### src/hw/rtl/dmpd_pkg.sv
// shared types, constants and control program of the dual motor speed loop
package dmpd_pkg;

  // field widths
  localparam int COUNT_W    = 16;
  localparam int TARGET_W   = 8;
  localparam int DUTY_W     = 16;
  localparam int GAIN_W     = 16;
  localparam int CFG_DATA_W = 16;
  localparam int CFG_IDX_W  = 3;

  // default fixed-point format
  localparam int FRAC_BITS_DEF = 8;

  // register indexes
  localparam logic [CFG_IDX_W-1:0] CFG_KP_LEFT     = 3'd0;
  localparam logic [CFG_IDX_W-1:0] CFG_KD_LEFT     = 3'd1;
  localparam logic [CFG_IDX_W-1:0] CFG_KP_RIGHT    = 3'd2;
  localparam logic [CFG_IDX_W-1:0] CFG_KD_RIGHT    = 3'd3;
  localparam logic [CFG_IDX_W-1:0] CFG_LIMIT_LEFT  = 3'd4;
  localparam logic [CFG_IDX_W-1:0] CFG_LIMIT_RIGHT = 3'd5;

  // register reset values
  localparam logic [CFG_DATA_W-1:0] KP_LEFT_RST     = 16'd7654;
  localparam logic [CFG_DATA_W-1:0] KD_LEFT_RST     = 16'd3098;
  localparam logic [CFG_DATA_W-1:0] KP_RIGHT_RST    = 16'd192;
  localparam logic [CFG_DATA_W-1:0] KD_RIGHT_RST    = 16'd31;
  localparam logic [CFG_DATA_W-1:0] LIMIT_LEFT_RST  = 16'd0;
  localparam logic [CFG_DATA_W-1:0] LIMIT_RIGHT_RST = 16'd0;

  // program layout: eight steps per motor, then the finish step
  localparam int STEP_W = 5;
  localparam int PH_W   = 3;
  localparam logic [STEP_W-1:0] UA_START = 5'd0;
  localparam logic [STEP_W-1:0] UA_END   = 5'd16;

  // multiplier operand pairs
  typedef enum logic [1:0] {
    MS_KP_ERR_LO = 2'd0,
    MS_KP_ERR_HI = 2'd1,
    MS_KD_D50_LO = 2'd2,
    MS_KD_D50_HI = 2'd3
  } mul_src_t;

  // sequencing of the next step
  typedef enum logic [1:0] {
    J_NEXT  = 2'd0,
    J_NOPID = 2'd1,
    J_END   = 2'd2
  } jump_t;

  // phases of one motor's update
  typedef enum logic [PH_W-1:0] {
    PH_TGT   = 3'd0,
    PH_ERR   = 3'd1,
    PH_DIFF  = 3'd2,
    PH_KP_HI = 3'd3,
    PH_KD_LO = 3'd4,
    PH_KD_HI = 3'd5,
    PH_ACC   = 3'd6,
    PH_UPD   = 3'd7
  } phase_t;

  // datapath controls of one step
  typedef struct packed {
    logic     motor;
    logic     ld_tgt;
    logic     ld_err;
    logic     ld_diff;
    logic     mul_en;
    mul_src_t mul_src;
    logic     acc_en;
    logic     upd;
  } ctrl_t;

  // one control word
  typedef struct packed {
    ctrl_t ctrl;
    jump_t jmp;
  } uword_t;

  // control store
  function automatic uword_t ucode(input logic [STEP_W-1:0] step);
    uword_t w;
    phase_t ph;
    w = '0;
    ph = phase_t'(step[PH_W-1:0]);
    if (step[STEP_W-1]) begin
      w.jmp = J_END;
    end else begin
      w.ctrl.motor = step[PH_W];
      unique case (ph)
        PH_TGT: begin
          w.ctrl.ld_tgt = 1'b1;
          w.jmp = step[PH_W] ? J_NEXT : J_NOPID;
        end
        PH_ERR: begin
          w.ctrl.ld_err = 1'b1;
        end
        PH_DIFF: begin
          w.ctrl.ld_diff = 1'b1;
          w.ctrl.mul_en  = 1'b1;
          w.ctrl.mul_src = MS_KP_ERR_LO;
        end
        PH_KP_HI: begin
          w.ctrl.mul_en  = 1'b1;
          w.ctrl.mul_src = MS_KP_ERR_HI;
          w.ctrl.acc_en  = 1'b1;
        end
        PH_KD_LO: begin
          w.ctrl.mul_en  = 1'b1;
          w.ctrl.mul_src = MS_KD_D50_LO;
          w.ctrl.acc_en  = 1'b1;
        end
        PH_KD_HI: begin
          w.ctrl.mul_en  = 1'b1;
          w.ctrl.mul_src = MS_KD_D50_HI;
          w.ctrl.acc_en  = 1'b1;
        end
        PH_ACC: begin
          w.ctrl.acc_en = 1'b1;
        end
        PH_UPD: begin
          w.ctrl.upd = 1'b1;
        end
        default: begin
          w.jmp = J_END;
        end
      endcase
    end
    return w;
  endfunction

endpackage

### src/hw/rtl/dmpd_if.sv
// handshake channels of the speed loop: control ticks in, duty results out
interface dmpd_tick_if;
  logic                                valid;
  logic                                ready;
  logic [dmpd_pkg::COUNT_W-1:0]        pulse_count;
  logic signed [dmpd_pkg::TARGET_W-1:0] target_left;
  logic signed [dmpd_pkg::TARGET_W-1:0] target_right;
  logic                                use_pid;

  modport source (
    output valid, pulse_count, target_left, target_right, use_pid,
    input  ready
  );
  modport sink (
    input  valid, pulse_count, target_left, target_right, use_pid,
    output ready
  );
endinterface

interface dmpd_result_if;
  logic                        valid;
  logic                        ready;
  logic [dmpd_pkg::DUTY_W-1:0] duty_left;
  logic [dmpd_pkg::DUTY_W-1:0] duty_right;
  logic                        forward_left;
  logic                        forward_right;
  logic                        loop_active;

  modport source (
    output valid, duty_left, duty_right, forward_left, forward_right, loop_active,
    input  ready
  );
  modport sink (
    input  valid, duty_left, duty_right, forward_left, forward_right, loop_active,
    output ready
  );
endinterface

### src/hw/rtl/dmpd_sequencer.sv
// step counter and control store walk of the speed loop program
module dmpd_sequencer (
  input  logic            clk,
  input  logic            rst,
  input  logic            start,
  input  logic            use_pid,
  input  logic            out_free,
  output logic            busy,
  output logic            done,
  output dmpd_pkg::ctrl_t ctrl
);

  typedef enum logic [1:0] {
    S_IDLE = 2'b01,
    S_RUN  = 2'b10
  } seq_state_t;

  seq_state_t                      state;
  seq_state_t                      state_next;
  logic [dmpd_pkg::STEP_W-1:0]     step;
  logic [dmpd_pkg::STEP_W-1:0]     step_next;
  logic                            run_pid;
  dmpd_pkg::uword_t                uw;

  // current control word
  assign uw = dmpd_pkg::ucode(step);

  // next step and finish
  always_comb begin
    state_next = state;
    step_next  = step;
    done       = 1'b0;
    ctrl       = '0;
    unique case (state)
      S_IDLE: begin
        if (start) begin
          state_next = S_RUN;
          step_next  = dmpd_pkg::UA_START;
        end
      end
      S_RUN: begin
        ctrl = uw.ctrl;
        unique case (uw.jmp)
          dmpd_pkg::J_NEXT: begin
            step_next = step + dmpd_pkg::STEP_W'(1);
          end
          dmpd_pkg::J_NOPID: begin
            step_next = run_pid ? step + dmpd_pkg::STEP_W'(1) : dmpd_pkg::UA_END;
          end
          dmpd_pkg::J_END: begin
            if (out_free) begin
              done       = 1'b1;
              state_next = S_IDLE;
            end
          end
          default: begin
            state_next = S_IDLE;
          end
        endcase
      end
      default: begin
        state_next = S_IDLE;
      end
    endcase
  end

  // state registers
  always_ff @(posedge clk) begin
    if (rst) begin
      state <= S_IDLE;
      step  <= dmpd_pkg::UA_START;
    end else begin
      state <= state_next;
      step  <= step_next;
    end
  end

  // loop enable of the tick in work
  always_ff @(posedge clk) begin
    if (start && state == S_IDLE) begin
      run_pid <= use_pid;
    end
  end

  assign busy = (state == S_RUN);

endmodule

### src/hw/rtl/dmpd_datapath.sv
// registers, shared multiplier and accumulator of the speed loop
module dmpd_datapath #(
  parameter int FRAC_BITS = dmpd_pkg::FRAC_BITS_DEF
) (
  input  logic                                 clk,
  input  logic                                 rst,
  input  logic                                 cfg_we,
  input  logic [dmpd_pkg::CFG_IDX_W-1:0]       cfg_index,
  input  logic [dmpd_pkg::CFG_DATA_W-1:0]      cfg_data,
  input  logic                                 start,
  input  logic [dmpd_pkg::COUNT_W-1:0]         pulse_count,
  input  logic signed [dmpd_pkg::TARGET_W-1:0] target_left,
  input  logic signed [dmpd_pkg::TARGET_W-1:0] target_right,
  input  logic                                 use_pid,
  input  dmpd_pkg::ctrl_t                      ctrl,
  input  logic                                 done,
  output logic [dmpd_pkg::DUTY_W-1:0]          duty_left,
  output logic [dmpd_pkg::DUTY_W-1:0]          duty_right,
  output logic                                 forward_left,
  output logic                                 forward_right,
  output logic                                 loop_active
);

  localparam int F    = FRAC_BITS;
  localparam int TW   = F + 7;                       // scaled target
  localparam int EW   = F + 18;                      // error
  localparam int DFW  = F + 19;                      // error difference
  localparam int D5W  = F + 25;                      // fifty times difference
  localparam int LOW  = 18;                          // low operand chunk
  localparam int BW   = (F + 7 > LOW + 1) ? F + 7 : LOW + 1;
  localparam int GW   = dmpd_pkg::GAIN_W + 1;
  localparam int PW   = GW + BW;                     // product
  localparam int SW   = F + 42;                      // increment sum
  localparam int IW   = SW - F;                      // increment after shift
  localparam int ACW  = dmpd_pkg::DUTY_W + F;        // accumulator
  localparam int AW   = ((IW > ACW + 1) ? IW : ACW + 1) + 1;
  localparam int EIW  = EW - F;                      // integer error
  localparam int FT1  = (2 ** FRAC_BITS + 2) / 5;
  localparam int FT2  = (2 * 2 ** FRAC_BITS + 2) / 5;
  localparam int FT3  = (3 * 2 ** FRAC_BITS + 2) / 5;
  localparam int FT4  = (4 * 2 ** FRAC_BITS + 2) / 5;
  localparam logic signed [EIW-1:0] E_MAX = EIW'(32767);
  localparam logic signed [EIW-1:0] E_MIN = EIW'(-32768);

  // configuration registers
  logic [dmpd_pkg::GAIN_W-1:0] kp_left, kd_left, kp_right, kd_right;
  logic [dmpd_pkg::DUTY_W-1:0] limit_left, limit_right;

  // tick registers
  logic [dmpd_pkg::COUNT_W-1:0]         last_count;
  logic [dmpd_pkg::COUNT_W-1:0]         delta;
  logic signed [dmpd_pkg::TARGET_W-1:0] tl, tr;
  logic                                 pid_q;

  // loop state
  logic signed [15:0] prev_left, prev_right;
  logic [ACW-1:0]     accum_left, accum_right;

  // working registers
  logic signed [EW-1:0]  err;
  logic signed [D5W-1:0] d50;
  logic signed [PW-1:0]  prod;
  logic                  prod_hi;
  logic signed [SW-1:0]  sum;

  // motor selection
  logic signed [dmpd_pkg::TARGET_W-1:0] t_sel;
  logic [dmpd_pkg::GAIN_W-1:0]          kp_sel, kd_sel;
  logic [dmpd_pkg::DUTY_W-1:0]          lim_sel;
  logic signed [15:0]                   prev_sel;
  logic [ACW-1:0]                       acc_sel;

  assign t_sel    = ctrl.motor ? tr : tl;
  assign kp_sel   = ctrl.motor ? kp_right : kp_left;
  assign kd_sel   = ctrl.motor ? kd_right : kd_left;
  assign lim_sel  = ctrl.motor ? limit_right : limit_left;
  assign prev_sel = ctrl.motor ? prev_right : prev_left;
  assign acc_sel  = ctrl.motor ? accum_right : accum_left;

  // configuration writes
  always_ff @(posedge clk) begin
    if (rst) begin
      kp_left     <= dmpd_pkg::KP_LEFT_RST;
      kd_left     <= dmpd_pkg::KD_LEFT_RST;
      kp_right    <= dmpd_pkg::KP_RIGHT_RST;
      kd_right    <= dmpd_pkg::KD_RIGHT_RST;
      limit_left  <= dmpd_pkg::LIMIT_LEFT_RST;
      limit_right <= dmpd_pkg::LIMIT_RIGHT_RST;
    end else if (cfg_we) begin
      case (cfg_index)
        dmpd_pkg::CFG_KP_LEFT:     kp_left     <= cfg_data;
        dmpd_pkg::CFG_KD_LEFT:     kd_left     <= cfg_data;
        dmpd_pkg::CFG_KP_RIGHT:    kp_right    <= cfg_data;
        dmpd_pkg::CFG_KD_RIGHT:    kd_right    <= cfg_data;
        dmpd_pkg::CFG_LIMIT_LEFT:  limit_left  <= cfg_data;
        dmpd_pkg::CFG_LIMIT_RIGHT: limit_right <= cfg_data;
        default: ;
      endcase
    end
  end

  // encoder delta and last count
  always_ff @(posedge clk) begin
    if (rst) begin
      last_count <= '0;
    end else if (start) begin
      last_count <= pulse_count;
    end
  end

  always_ff @(posedge clk) begin
    if (start) begin
      delta <= pulse_count - last_count;
      tl    <= target_left;
      tr    <= target_right;
      pid_q <= use_pid;
    end
  end

  // scaled target: 2*|t|*2^F / 5 rounded, split as 2*|t| = 5*q + r
  logic [dmpd_pkg::TARGET_W-1:0] t_mag;
  logic [8:0]                    m2;
  logic [16:0]                   m_mul;
  logic [5:0]                    q5;
  logic [8:0]                    r5_full;
  logic [F-1:0]                  frac;
  logic signed [TW-1:0]          tgt_pos;
  logic signed [TW-1:0]          tfx;

  assign t_mag   = t_sel[dmpd_pkg::TARGET_W-1] ? (~t_sel + 8'd1) : t_sel;
  assign m2      = {t_mag, 1'b0};
  assign m_mul   = 17'(m2) * 17'd205;
  assign q5      = m_mul[15:10];
  assign r5_full = m2 - (9'(q5) * 9'd5);

  always_comb begin
    case (r5_full[2:0])
      3'd1:    frac = F'(FT1);
      3'd2:    frac = F'(FT2);
      3'd3:    frac = F'(FT3);
      3'd4:    frac = F'(FT4);
      default: frac = '0;
    endcase
  end

  assign tgt_pos = $signed({1'b0, q5, frac});
  assign tfx     = t_sel[dmpd_pkg::TARGET_W-1] ? -tgt_pos : tgt_pos;

  // error and scaled difference
  logic signed [EW-1:0]   delta_fx;
  logic signed [F+15:0]   prev_fx;
  logic signed [DFW-1:0]  diff;
  logic signed [D5W-1:0]  diff_w;
  logic signed [D5W-1:0]  d50_next;

  assign delta_fx = $signed(EW'({delta, {F{1'b0}}}));
  assign prev_fx  = $signed({prev_sel, {F{1'b0}}});
  assign diff     = DFW'(err) - DFW'(prev_fx);
  assign diff_w   = D5W'(diff);
  assign d50_next = (diff_w <<< 5) + (diff_w <<< 4) + (diff_w <<< 1);

  always_ff @(posedge clk) begin
    if (ctrl.ld_tgt) begin
      err <= EW'(tfx);
    end else if (ctrl.ld_err) begin
      err <= err - delta_fx;
    end
    if (ctrl.ld_diff) begin
      d50 <= d50_next;
    end
  end

  // shared multiplier, gain times one operand chunk
  logic signed [GW-1:0] a_op;
  logic signed [BW-1:0] b_op;
  logic signed [PW-1:0] mul_full;

  always_comb begin
    case (ctrl.mul_src)
      dmpd_pkg::MS_KP_ERR_LO: begin
        a_op = $signed({1'b0, kp_sel});
        b_op = $signed(BW'({1'b0, err[LOW-1:0]}));
      end
      dmpd_pkg::MS_KP_ERR_HI: begin
        a_op = $signed({1'b0, kp_sel});
        b_op = BW'($signed(err[EW-1:LOW]));
      end
      dmpd_pkg::MS_KD_D50_LO: begin
        a_op = $signed({1'b0, kd_sel});
        b_op = $signed(BW'({1'b0, d50[LOW-1:0]}));
      end
      default: begin
        a_op = $signed({1'b0, kd_sel});
        b_op = BW'($signed(d50[D5W-1:LOW]));
      end
    endcase
  end

  assign mul_full = a_op * b_op;

  always_ff @(posedge clk) begin
    if (ctrl.mul_en) begin
      prod    <= mul_full;
      prod_hi <= (ctrl.mul_src == dmpd_pkg::MS_KP_ERR_HI) ||
                 (ctrl.mul_src == dmpd_pkg::MS_KD_D50_HI);
    end
  end

  // partial product accumulation
  logic signed [SW-1:0] addend;

  assign addend = prod_hi ? (SW'(prod) <<< LOW) : SW'(prod);

  always_ff @(posedge clk) begin
    if (ctrl.ld_err) begin
      sum <= '0;
    end else if (ctrl.acc_en) begin
      sum <= sum + addend;
    end
  end

  // accumulator update with clamp to zero and limit
  logic signed [IW-1:0]  inc;
  logic signed [AW-1:0]  a_sum;
  logic signed [AW-1:0]  top_v;
  logic [ACW-1:0]        acc_new;

  assign inc   = $signed(sum[SW-1:F]);
  assign a_sum = AW'(inc) + $signed(AW'(acc_sel));
  assign top_v = $signed(AW'({lim_sel, {F{1'b0}}}));

  always_comb begin
    if (a_sum > top_v) begin
      acc_new = {lim_sel, {F{1'b0}}};
    end else if (a_sum < $signed(AW'(0))) begin
      acc_new = '0;
    end else begin
      acc_new = a_sum[ACW-1:0];
    end
  end

  // integer error truncated toward zero, saturated to 16 bits
  logic signed [EIW-1:0] e_floor;
  logic signed [EIW-1:0] e_tz;
  logic signed [15:0]    e_sat;

  assign e_floor = $signed(err[EW-1:F]);
  assign e_tz    = e_floor + $signed(EIW'(err[EW-1] && (err[F-1:0] != '0)));

  always_comb begin
    if (e_tz > E_MAX) begin
      e_sat = 16'sh7fff;
    end else if (e_tz < E_MIN) begin
      e_sat = -16'sh8000;
    end else begin
      e_sat = e_tz[15:0];
    end
  end

  always_ff @(posedge clk) begin
    if (rst) begin
      accum_left  <= '0;
      accum_right <= '0;
      prev_left   <= '0;
      prev_right  <= '0;
    end else if (ctrl.upd) begin
      if (ctrl.motor) begin
        accum_right <= acc_new;
        prev_right  <= e_sat;
      end else begin
        accum_left <= acc_new;
        prev_left  <= e_sat;
      end
    end
  end

  // result register
  always_ff @(posedge clk) begin
    if (done) begin
      duty_left     <= accum_left[ACW-1:F];
      duty_right    <= accum_right[ACW-1:F];
      forward_left  <= !tl[dmpd_pkg::TARGET_W-1] && (tl != '0);
      forward_right <= !tr[dmpd_pkg::TARGET_W-1] && (tr != '0);
      loop_active   <= pid_q;
    end
  end

endmodule

### src/hw/rtl/dual_motor_pd_speed_loop_top.sv
// top level of the dual motor incremental pd speed loop
// One tick beat in gives one result beat out. A tick with the loop enabled
// is accepted while idle, then a 17-step control program runs the left and
// the right motor in turn through a single shared gain-by-operand multiplier,
// four partial products per motor, followed by the clamped accumulator
// update. A tick with the loop disabled loads the left target and goes to
// the finish step. A new tick is taken once the program has finished, while
// the previous result may still sit in the result register; if that result
// has not been taken when the next one is ready, the program waits at its
// last step. Gains are unsigned with FRAC_BITS fractional bits, the limits
// are integers, and configuration writes belong between ticks.
module dual_motor_pd_speed_loop_top #(
  parameter int FRAC_BITS = dmpd_pkg::FRAC_BITS_DEF
) (
  input  logic                            clk,
  input  logic                            rst,
  input  logic                            cfg_we,
  input  logic [dmpd_pkg::CFG_IDX_W-1:0]  cfg_index,
  input  logic [dmpd_pkg::CFG_DATA_W-1:0] cfg_data,
  dmpd_tick_if.sink                       tick,
  dmpd_result_if.source                   result
);

  logic            start;
  logic            busy;
  logic            done;
  logic            out_free;
  logic            result_valid;
  dmpd_pkg::ctrl_t ctrl;

  // tick handshake
  assign tick.ready = !busy;
  assign start      = tick.valid && !busy;

  // result slot is free when empty or being taken
  assign out_free = !result_valid || result.ready;

  always_ff @(posedge clk) begin
    if (rst) begin
      result_valid <= 1'b0;
    end else if (done) begin
      result_valid <= 1'b1;
    end else if (result.ready) begin
      result_valid <= 1'b0;
    end
  end

  assign result.valid = result_valid;

  // program sequencer
  dmpd_sequencer u_seq (
    .clk      (clk),
    .rst      (rst),
    .start    (start),
    .use_pid  (tick.use_pid),
    .out_free (out_free),
    .busy     (busy),
    .done     (done),
    .ctrl     (ctrl)
  );

  // datapath
  dmpd_datapath #(
    .FRAC_BITS (FRAC_BITS)
  ) u_dp (
    .clk           (clk),
    .rst           (rst),
    .cfg_we        (cfg_we),
    .cfg_index     (cfg_index),
    .cfg_data      (cfg_data),
    .start         (start),
    .pulse_count   (tick.pulse_count),
    .target_left   (tick.target_left),
    .target_right  (tick.target_right),
    .use_pid       (tick.use_pid),
    .ctrl          (ctrl),
    .done          (done),
    .duty_left     (result.duty_left),
    .duty_right    (result.duty_right),
    .forward_left  (result.forward_left),
    .forward_right (result.forward_right),
    .loop_active   (result.loop_active)
  );

endmodule

### src/flat_wrapper.sv
// flat-port wrapper written by rule: the top's interface ports become plain ports
module dual_motor_pd_speed_loop_top_flat 
#(
  parameter int FRAC_BITS = dmpd_pkg::FRAC_BITS_DEF
)
  (clk, rst, cfg_we, cfg_index, cfg_data, tick_valid, tick_pulse_count, tick_target_left, tick_target_right, tick_use_pid, tick_ready, result_valid, result_duty_left, result_duty_right, result_forward_left, result_forward_right, result_loop_active, result_ready);
  dmpd_tick_if tick_i ();
  dmpd_result_if result_i ();
  input  logic clk;
  input  logic rst;
  input  logic cfg_we;
  input  logic [dmpd_pkg::CFG_IDX_W-1:0] cfg_index;
  input  logic [dmpd_pkg::CFG_DATA_W-1:0] cfg_data;
  input wire logic [$bits(tick_i.valid)-1:0] tick_valid;
  input wire logic [$bits(tick_i.pulse_count)-1:0] tick_pulse_count;
  input wire logic [$bits(tick_i.target_left)-1:0] tick_target_left;
  input wire logic [$bits(tick_i.target_right)-1:0] tick_target_right;
  input wire logic [$bits(tick_i.use_pid)-1:0] tick_use_pid;
  output wire logic [$bits(tick_i.ready)-1:0] tick_ready;
  output wire logic [$bits(result_i.valid)-1:0] result_valid;
  output wire logic [$bits(result_i.duty_left)-1:0] result_duty_left;
  output wire logic [$bits(result_i.duty_right)-1:0] result_duty_right;
  output wire logic [$bits(result_i.forward_left)-1:0] result_forward_left;
  output wire logic [$bits(result_i.forward_right)-1:0] result_forward_right;
  output wire logic [$bits(result_i.loop_active)-1:0] result_loop_active;
  input wire logic [$bits(result_i.ready)-1:0] result_ready;
  assign tick_i.valid = tick_valid;
  assign tick_i.pulse_count = tick_pulse_count;
  assign tick_i.target_left = tick_target_left;
  assign tick_i.target_right = tick_target_right;
  assign tick_i.use_pid = tick_use_pid;
  assign tick_ready = tick_i.ready;
  assign result_valid = result_i.valid;
  assign result_duty_left = result_i.duty_left;
  assign result_duty_right = result_i.duty_right;
  assign result_forward_left = result_i.forward_left;
  assign result_forward_right = result_i.forward_right;
  assign result_loop_active = result_i.loop_active;
  assign result_i.ready = result_ready;
  dual_motor_pd_speed_loop_top #(.FRAC_BITS(FRAC_BITS)) u_core (.clk(clk), .rst(rst), .cfg_we(cfg_we), .cfg_index(cfg_index), .cfg_data(cfg_data), .tick(tick_i), .result(result_i));
endmodule
### config.mk
export PLATFORM = sky130hd
export DESIGN_NAME = dual_motor_pd_speed_loop_top_flat
export DESIGN_NICKNAME = d
export VERILOG_FILES = /design/src/hw/rtl/dmpd_pkg.sv /design/src/hw/rtl/dmpd_if.sv /design/src/hw/rtl/dmpd_sequencer.sv /design/src/hw/rtl/dmpd_datapath.sv /design/src/hw/rtl/dual_motor_pd_speed_loop_top.sv /design/src/flat_wrapper.sv
export SDC_FILE = /design/constraint.sdc
export NUM_CORES = 2
export LEC_CHECK = 0
export BUFFER_PORTS_ARGS = -buffer_cell sky130_fd_sc_hd__buf_4
export CORE_ASPECT_RATIO = 0.8
export CORE_MARGIN = 2
export CORE_UTILIZATION = 59
export CTS_CLUSTER_DIAMETER = 40
export DETAILED_ROUTE_END_ITERATION = 8
export HOLD_SLACK_MARGIN = 0.12
export PLACE_DENSITY_LB_ADDON = 0.2
export SETUP_SLACK_MARGIN = 0.2
export SLEW_MARGIN = 15
export SYNTH_ARGS = -nofsm -noshare
export SYNTH_HDL_FRONTEND = slang
export SYNTH_SLANG_ARGS = --single-unit
### constraint.sdc
create_clock -name clk -period 8.8 [get_ports clk]
set_clock_uncertainty 0.1 [all_clocks]
set_input_delay 1.32 -clock clk [delete_from_list [all_inputs] [get_ports clk]]
set_output_delay 1.32 -clock clk [all_outputs]
set_load 0.02 [all_outputs]
# Yosys cells after proc, flatten, opt, wreduce, memory -nomap -nowiden
# Index checks and enable logic that the tools add are counted.
[totals]
reg_bits = 415
latchBits = 0
ram_bits = 0
rom_bits = 0
input_bits = 57
wordCells = 153
mem_count = 0
[op_classes]
add_sub_neg = 12
n_mul = 3
n_div = 0
order_cmp = 4
n_eq_ne = 27
n_shift = 0
muxes = 42
bitwise = 2
reduce_logical = 34
[ops]
columns = ["cell", "n"]
rows = [
  ["16-bit two-way mux", 7],
  ["24-bit two-way mux", 3],
  ["19-bit one-hot mux with 3 select lines", 1],
  ["26-bit two-way mux", 2],
  ["50-bit adder", 1],
  ["50-bit two-way mux", 1],
  ["42-bit by 25-bit adder with 43-bit output", 1],
  ["43-bit by 25-bit > comparator with 1-bit output", 1],
  ["43-bit by 1-bit less-than comparator with 1-bit output (second input constant)", 1],
  ["17-bit by 19-bit multiplier with 36-bit output", 1],
  ["32-bit by 31-bit adder with 33-bit output", 1],
  ["33-bit by 28-bit adder with 33-bit output", 1],
  ["8-bit one-hot mux with 4 select lines", 1],
  ["26-bit by 24-bit subtractor with 27-bit output", 1],
  ["26-bit by 25-bit subtractor with 26-bit output", 1],
  ["8-bit nonzero test", 3],
  ["3-bit equality test (second input constant)", 7],
  ["5-bit one-hot mux with 2 select lines", 2],
  ["18-bit by 2-bit adder with 18-bit output", 1],
  ["3-bit by 2-bit equality test with 1-bit output (second input constant)", 6],
  ["18-bit by 16-bit > comparator with 1-bit output (second input constant)", 1],
  ["18-bit by 16-bit less-than comparator with 1-bit output (second input constant)", 1],
  ["9-bit two-way mux", 2],
  ["8-bit two-way mux", 2],
  ["30 further kinds", 75],
]

# Longest topological paths before layout
[depth]
depth_word = 17
ltp_mapped = 39

# Modules after synthesis
# A second synthesis with hierarchy kept.
[unflattened]
hier_cells = 4454
hier_area_um2 = 39351.5
[modules_own_cells]
columns = ["module", "n_inst", "cells_per_inst", "area_each_um2", "seq_area_each_um2"]
rows = [
  ["dmpd_datapath", 1, 4381, 38752.2, 9739.3],
  ["dmpd_sequencer", 1, 67, 543.0, 170.2],
  ["dual_motor_pd_speed_loop_top", 1, 6, 56.3, 20.0],
]

# Worst setup path before layout
# OpenSTA, ideal clock, no wires.
[synth_timing]
path_type = "register to register"
startpoint = "register u_core.u_seq.state[1]"
endpoint = "register u_core.u_dp.prod[35], data pin"
setup_ns = 0.259
arrival_ns = 8.408
t_required_ns = 8.441
setup_slack_ns = 0.032
path_stages_with_launch = 34
cell_sequence = "dfxtp_1 -> nor2b_1 -> inv_1 -> nor2_1 -> and2_0 -> clkbuf_1 -> clkbuf_1 -> a21oi_1 -> a21oi_1 -> clkbuf_1 -> nor2_1 -> fa_1 -> inv_1 -> fa_1 -> fa_1 -> inv_1 -> fa_1 -> fa_1 -> inv_1 -> fa_1 -> inv_1 -> ha_1 -> a21o_1 -> a21o_1 -> a21oi_1 -> o21ai_0 -> a31oi_1 -> o21ai_0 -> a211oi_1 -> nor3_1 -> and4_1 -> a2111oi_0 -> a21oi_1 -> xnor2_1"
[synth_via]
elab_chain_cells = 6
[synth_rtl]
columns = ["item", "line", "rtl"]
rows = [
  ["from (decl)", "dmpd_sequencer.sv:18", "seq_state_t state;"],
  ["from (signal assigned)", "dmpd_sequencer.sv:73", "state <= state_next;"],
  ["2-bit equality test (*)", "dmpd_sequencer.sv:34", "unique case (state)"],
  ["9-bit two-way mux (*)", "dmpd_sequencer.sv:34", ""],
  ["2-bit by 1-bit equality test with 1-bit output / 2-bit zero test (equally long branches)", "dmpd_datapath.sv:179", "case (ctrl.mul_src)"],
  ["2-bit OR reduction (no source line)", "-", ""],
  ["16-bit two-way mux", "dmpd_datapath.sv:179", ""],
  ["17-bit by 19-bit multiplier with 36-bit output (*)", "dmpd_datapath.sv:199", "assign mul_full = a_op * b_op;"],
  ["via u_core.u_dp.mul_full[35]", "dmpd_datapath.sv:176", "logic signed [PW-1:0] mul_full;"],
  ["to (signal assigned)", "dmpd_datapath.sv:203", "prod <= mul_full;"],
  ["to (decl)", "dmpd_datapath.sv:62", "logic signed [PW-1:0] prod;"],
]
# The timed path passes the listed nets; every way through them passes the cells marked *.
# A chain may end at the register's enable or synchronous reset.

# Worst setup path after layout
[layout_timing]
startpoint = "register u_core.u_seq.step[0] (netlist bit)"
endpoint = "register u_core.u_dp.prod[35], data pin"
[layout_via]
elab_chain_cells = 8
[layout_rtl]
columns = ["item", "line", "rtl"]
rows = [
  ["from (decl)", "dmpd_sequencer.sv:20", "logic [dmpd_pkg::STEP_W-1:0] step;"],
  ["from (signal assigned)", "dmpd_sequencer.sv:71", "step <= dmpd_pkg::UA_START;"],
  ["from (signal assigned)", "dmpd_sequencer.sv:74", "step <= step_next;"],
  ["3-bit equality test / 3-bit by 2-bit equality test with 1-bit output (equally long branches)", "dmpd_pkg.sv:92", "unique case (ph)"],
  ["3-bit one-hot mux with 4 select lines (*)", "dmpd_pkg.sv:92", ""],
  ["9-bit two-way mux (*)", "dmpd_pkg.sv:88", "if (step[STEP_W-1]) begin"],
  ["9-bit two-way mux (*)", "dmpd_sequencer.sv:34", ""],
  ["2-bit by 1-bit equality test with 1-bit output / 2-bit zero test (equally long branches)", "dmpd_datapath.sv:179", ""],
  ["2-bit OR reduction (no source line)", "-", ""],
  ["16-bit two-way mux", "dmpd_datapath.sv:179", ""],
  ["17-bit by 19-bit multiplier with 36-bit output (*)", "dmpd_datapath.sv:199", ""],
  ["via u_core.u_dp.mul_full[35]", "dmpd_datapath.sv:176", ""],
]
# Marks and branches as above.

==> summary.md <==
| Metric | Value |
|---|---|
| Status | finished, final reports clean |
| Compound-Gate Fraction of Synth Area | approximately 14% |
| Vias in the first global route | between 30k and 40k |
| CP most frequent cell | fa_1 |
| Routed len/inst | 18.4 µm |
| CP peak stage delay | 0.55 ns |
| Sequential area share after synthesis | 25.7% |
| Root Buffer | clkbuf_16 |
| Max Root-Sink Buffers | 3 |
| Sw power | roughly 0.0050 W |
| 1st-pass router iterations | 5 |
| Number of buffers and inverters on the critical path | 6 |
| Actual slew at the worst max-slew pin | 1.19 ns |
| Top post-synthesis cells by area | fa_1, dfxtp_1, edfxtp_1 |
| CP arrival | 8.60 ns |
| 1st-iter DRT viols | roughly 2.4k |
| H-tree depth | 2 |
| CP max FO | 11 |
| Count of clock tree sinks | 414 |
| Critical Path RT | 9.08 ns |
| Top Ports | 94 |
| Worst reg-to-reg path cell count | 31 |
| Vias per cell | roughly 5.7 |
| Worst Hold Class | reg2reg |
| Post-synthesis simple-gate area fraction | 17.3% |
| Die H | 233 µm |
| Multi-input gate area in the final layout | 0.0260 mm² |
| Pleak | 20.0 nW |
| Setup CP Type | reg2reg |
| Synth warnings | 0 |
| Int Power | between 0.006 and 0.007 W |
| Adder-Cell Fraction of Synth Area | between 20% and 30% |
| Num rows | 83 |
| Fin crit share | between 90% and 100% |
| Combinational fraction of design power | 60.0% |
| Mean post-synth cell area | 8.56 µm² |
| Post-route cell area | around 0.043 mm² |
| # DRC | 0 |
| Largest net degree at the start of global routing | 80 |
| Final antenna-violating net count | 0 |
| Post-synth design cell area | 0.0387 mm² |
| Peak supply drop | 0.580 mV |
| Share of cells above drive strength 1 | roughly 8.9% |
| Ys async rst share | 0% |
| Post-synth EDFFs | around 160 |
| Dpl cells | 5387 |
| Final Non-Filler Cells | 5503 |
| Flop pwr share | 19.5% |
| Hold depth | 0 |
| Gr usage total | between 30% and 40% |
| CTS tree | built |
| CP endpoint kind | flip-flop |
| Via count | roughly 32k |
| Post-synthesis mux area share | 2.86% |
| Main flop type after synthesis | dfxtp_1 |
| Slew headroom | 20.6% |
| Total core area | 0.0645 mm² |
| Clk pin slew, worst setup/hold paths | 0.06 ns |
| Switching part of the total | a little over two fifths |
| DP HPWL | 77600 µm |
| Worst path slowest cell | fa_1 |
| Share of the synthesized area in the top cell type | 18.1% |
| Largest area contributor in the netlist | fa_1 |
| RD Place Congestion | approximately 1 |
| Drt total wl | 101000 µm |
| Final Hold Slack | approximately 0.33 ns |
| Power Density | about 280 mW/mm² |
| Crit path depth | 31 |
| Fmax | 0.120 GHz |
| Die ar. | 0.0676 mm² |
| Worst hold start | u_core.u_dp.pid_q$_DFFE_PP_ |
| First-pass GRT wire length | about 160000 µm |
| Fin. Hold Viols | 0 |
| Initial antenna violation count | 0 |
| Largest family of logic cells by synthesized area | adder cells |
| Clk_lat worst skew | 0.66 ns |
| Crit path launch | u_core.u_seq.step[0]$_SDFFE_PP0P_ |
| Reg2reg start | u_core.u_seq.step[0]$_SDFFE_PP0P_ |
| Fin crit period | 8.32 ns |
| Congestion Overflow GR | 0 |
| Diode count | 0 |
| Total CTS buffers | 57 |
| Filler instances | around 5.3k |
| Count of cell types in the netlist | 82 |
| Leading cell type in the layout, fill and taps excluded | nand2_1 |
| Syn Nets | 5235 |
| Clk pwr share | approximately a fifth |
| # setup viols final | 0 |
| Slew Limit Fails | 0 |
| Yosys reg bits | a little over 400 |
| Initial Utilization | 60.0% |
| Post-CTS Hold Fix Bufs | 0 |
| Max Cap Viol | 0 |
| Final Net Count | approximately 5.3k |
| Placed cell areas | approximately 0.04 mm² |
| Die X-Extent | 290 µm |
| Most frequent cells in the layout | nand2_1, inv_1, fa_1, a21oi_1, nor2_1 |
| Startpoint Class | flip-flop |
| Unrepaired setup endpoints after global routing | yes |
| Cells after Synth | 4518 |
| Delay-heaviest family, CP | adder cells |
| Sequential cell area | approximately 0.0099 mm² |
| Area grow syn2layout | 10.7% |
| XOR/XNOR share of the synthesized area | between 4 and 5% |
| Final setup TNS | 0 ns |
| IO buf count | 93 |
-- metal layers --
layer,global-route usage (%),up-vias,wire (µm)
met5,0,-,0
met4,11.2,0,3600
met3,5.15,228,7580
met2,49.4,1158,46000
met1,41.2,15100,44200
li1,-,15200,-
-- kinds of logic after synthesis --
kind of cell | Yosys count
AO/OA/AOI/OAI | 862
adder cells (fa/ha/maj) | 660
buffers and inverters | 771
AND/OR/NAND/NOR | 1510
XOR/XNOR | 196
multiplexers | 105
flip-flops | 414
-- Yosys cell counts, types with 35 or more instances --
cell type  number
edfxtp_1      164
a21o_1         56
o21a_1         52
mux2i_1        71
dfxtp_1       250
nor3_1         71
nand2b_1       40
ha_1          310
fa_1          350
o21ai_0       129
nor2_1        332
nand3_1        80
inv_1         596
nor2b_1        53
a21oi_1       350
nand2_1       745
clkbuf_1      148
and2_1         35
xnor2_1       125
a211oi_1       54
xor2_1         67
-- sequential cells by signal, indices dropped and copies added, names as in the netlist, 24 cells and up --
signal	count
u_core.u_dp.accum_right	24
u_core.u_dp.sum	50
u_core.u_dp.accum_left	24
u_core.u_dp.prod	36
u_core.u_dp.err	26
u_core.u_dp.d50	32
-- through the flow --
stage / util (%) / setup slack, ns / total power, W
after CTS: 66.0 / 0.221 / 0.0114
after detailed placement: 62.9 / 0.00577 / 0.00890
after global placement: 62.9 / 0.112 / 0.00880
final: 66.4 / 0.478 / 0.0118
after global routing: 66.4 / 0.0560 / 0.0128
after floorplan: - / 0.252 / 0.00758
-- area by class of cell --
cell class,count,share of cell area [%]
multi-input cells,3333,60.8
inverters,599,5.25
clock buffers,69,3.51
repair buffers,200,3.56
clock inverters,38,1.19
well taps,850,2.48
flip-flops and latches,414,23.2
-- power groups by stage --
stage / combinational, W / sequential [W] / clock (W)
2_1_floorplan: 0.00525 / 0.00233 / 0
3_3_place_gp: 0.00646 / 0.00234 / 0
3_5_place_dp: 0.00656 / 0.00234 / 0
4_1_cts: 0.00662 / 0.00230 / 0.00244
5_1_grt: 0.00797 / 0.00230 / 0.00254
6_report: 0.00707 / 0.00230 / 0.00242
-- worst paths after layout --
kind / endpoint / slack [ns]
worst max register to register: u_core.u_dp.prod[35]$_DFFE_PP_ / 0.48
worst max-delay path: u_core.u_dp.prod[35]$_DFFE_PP_ / 0.48
worst min-delay path: u_core.u_dp.loop_active$_DFFE_PP_ / 0.33
worst min register to register: u_core.u_dp.loop_active$_DFFE_PP_ / 0.33
-- what timing repair did --
item                                   CTS  global route
gates resized for setup                  1            46
setup endpoints to repair                2            43
setup buffers                            0             8
endpoints found under the hold margin    0             0
pin swaps                                0             7
gates cloned                             0             1
Power figures use the tool's default switching activity.
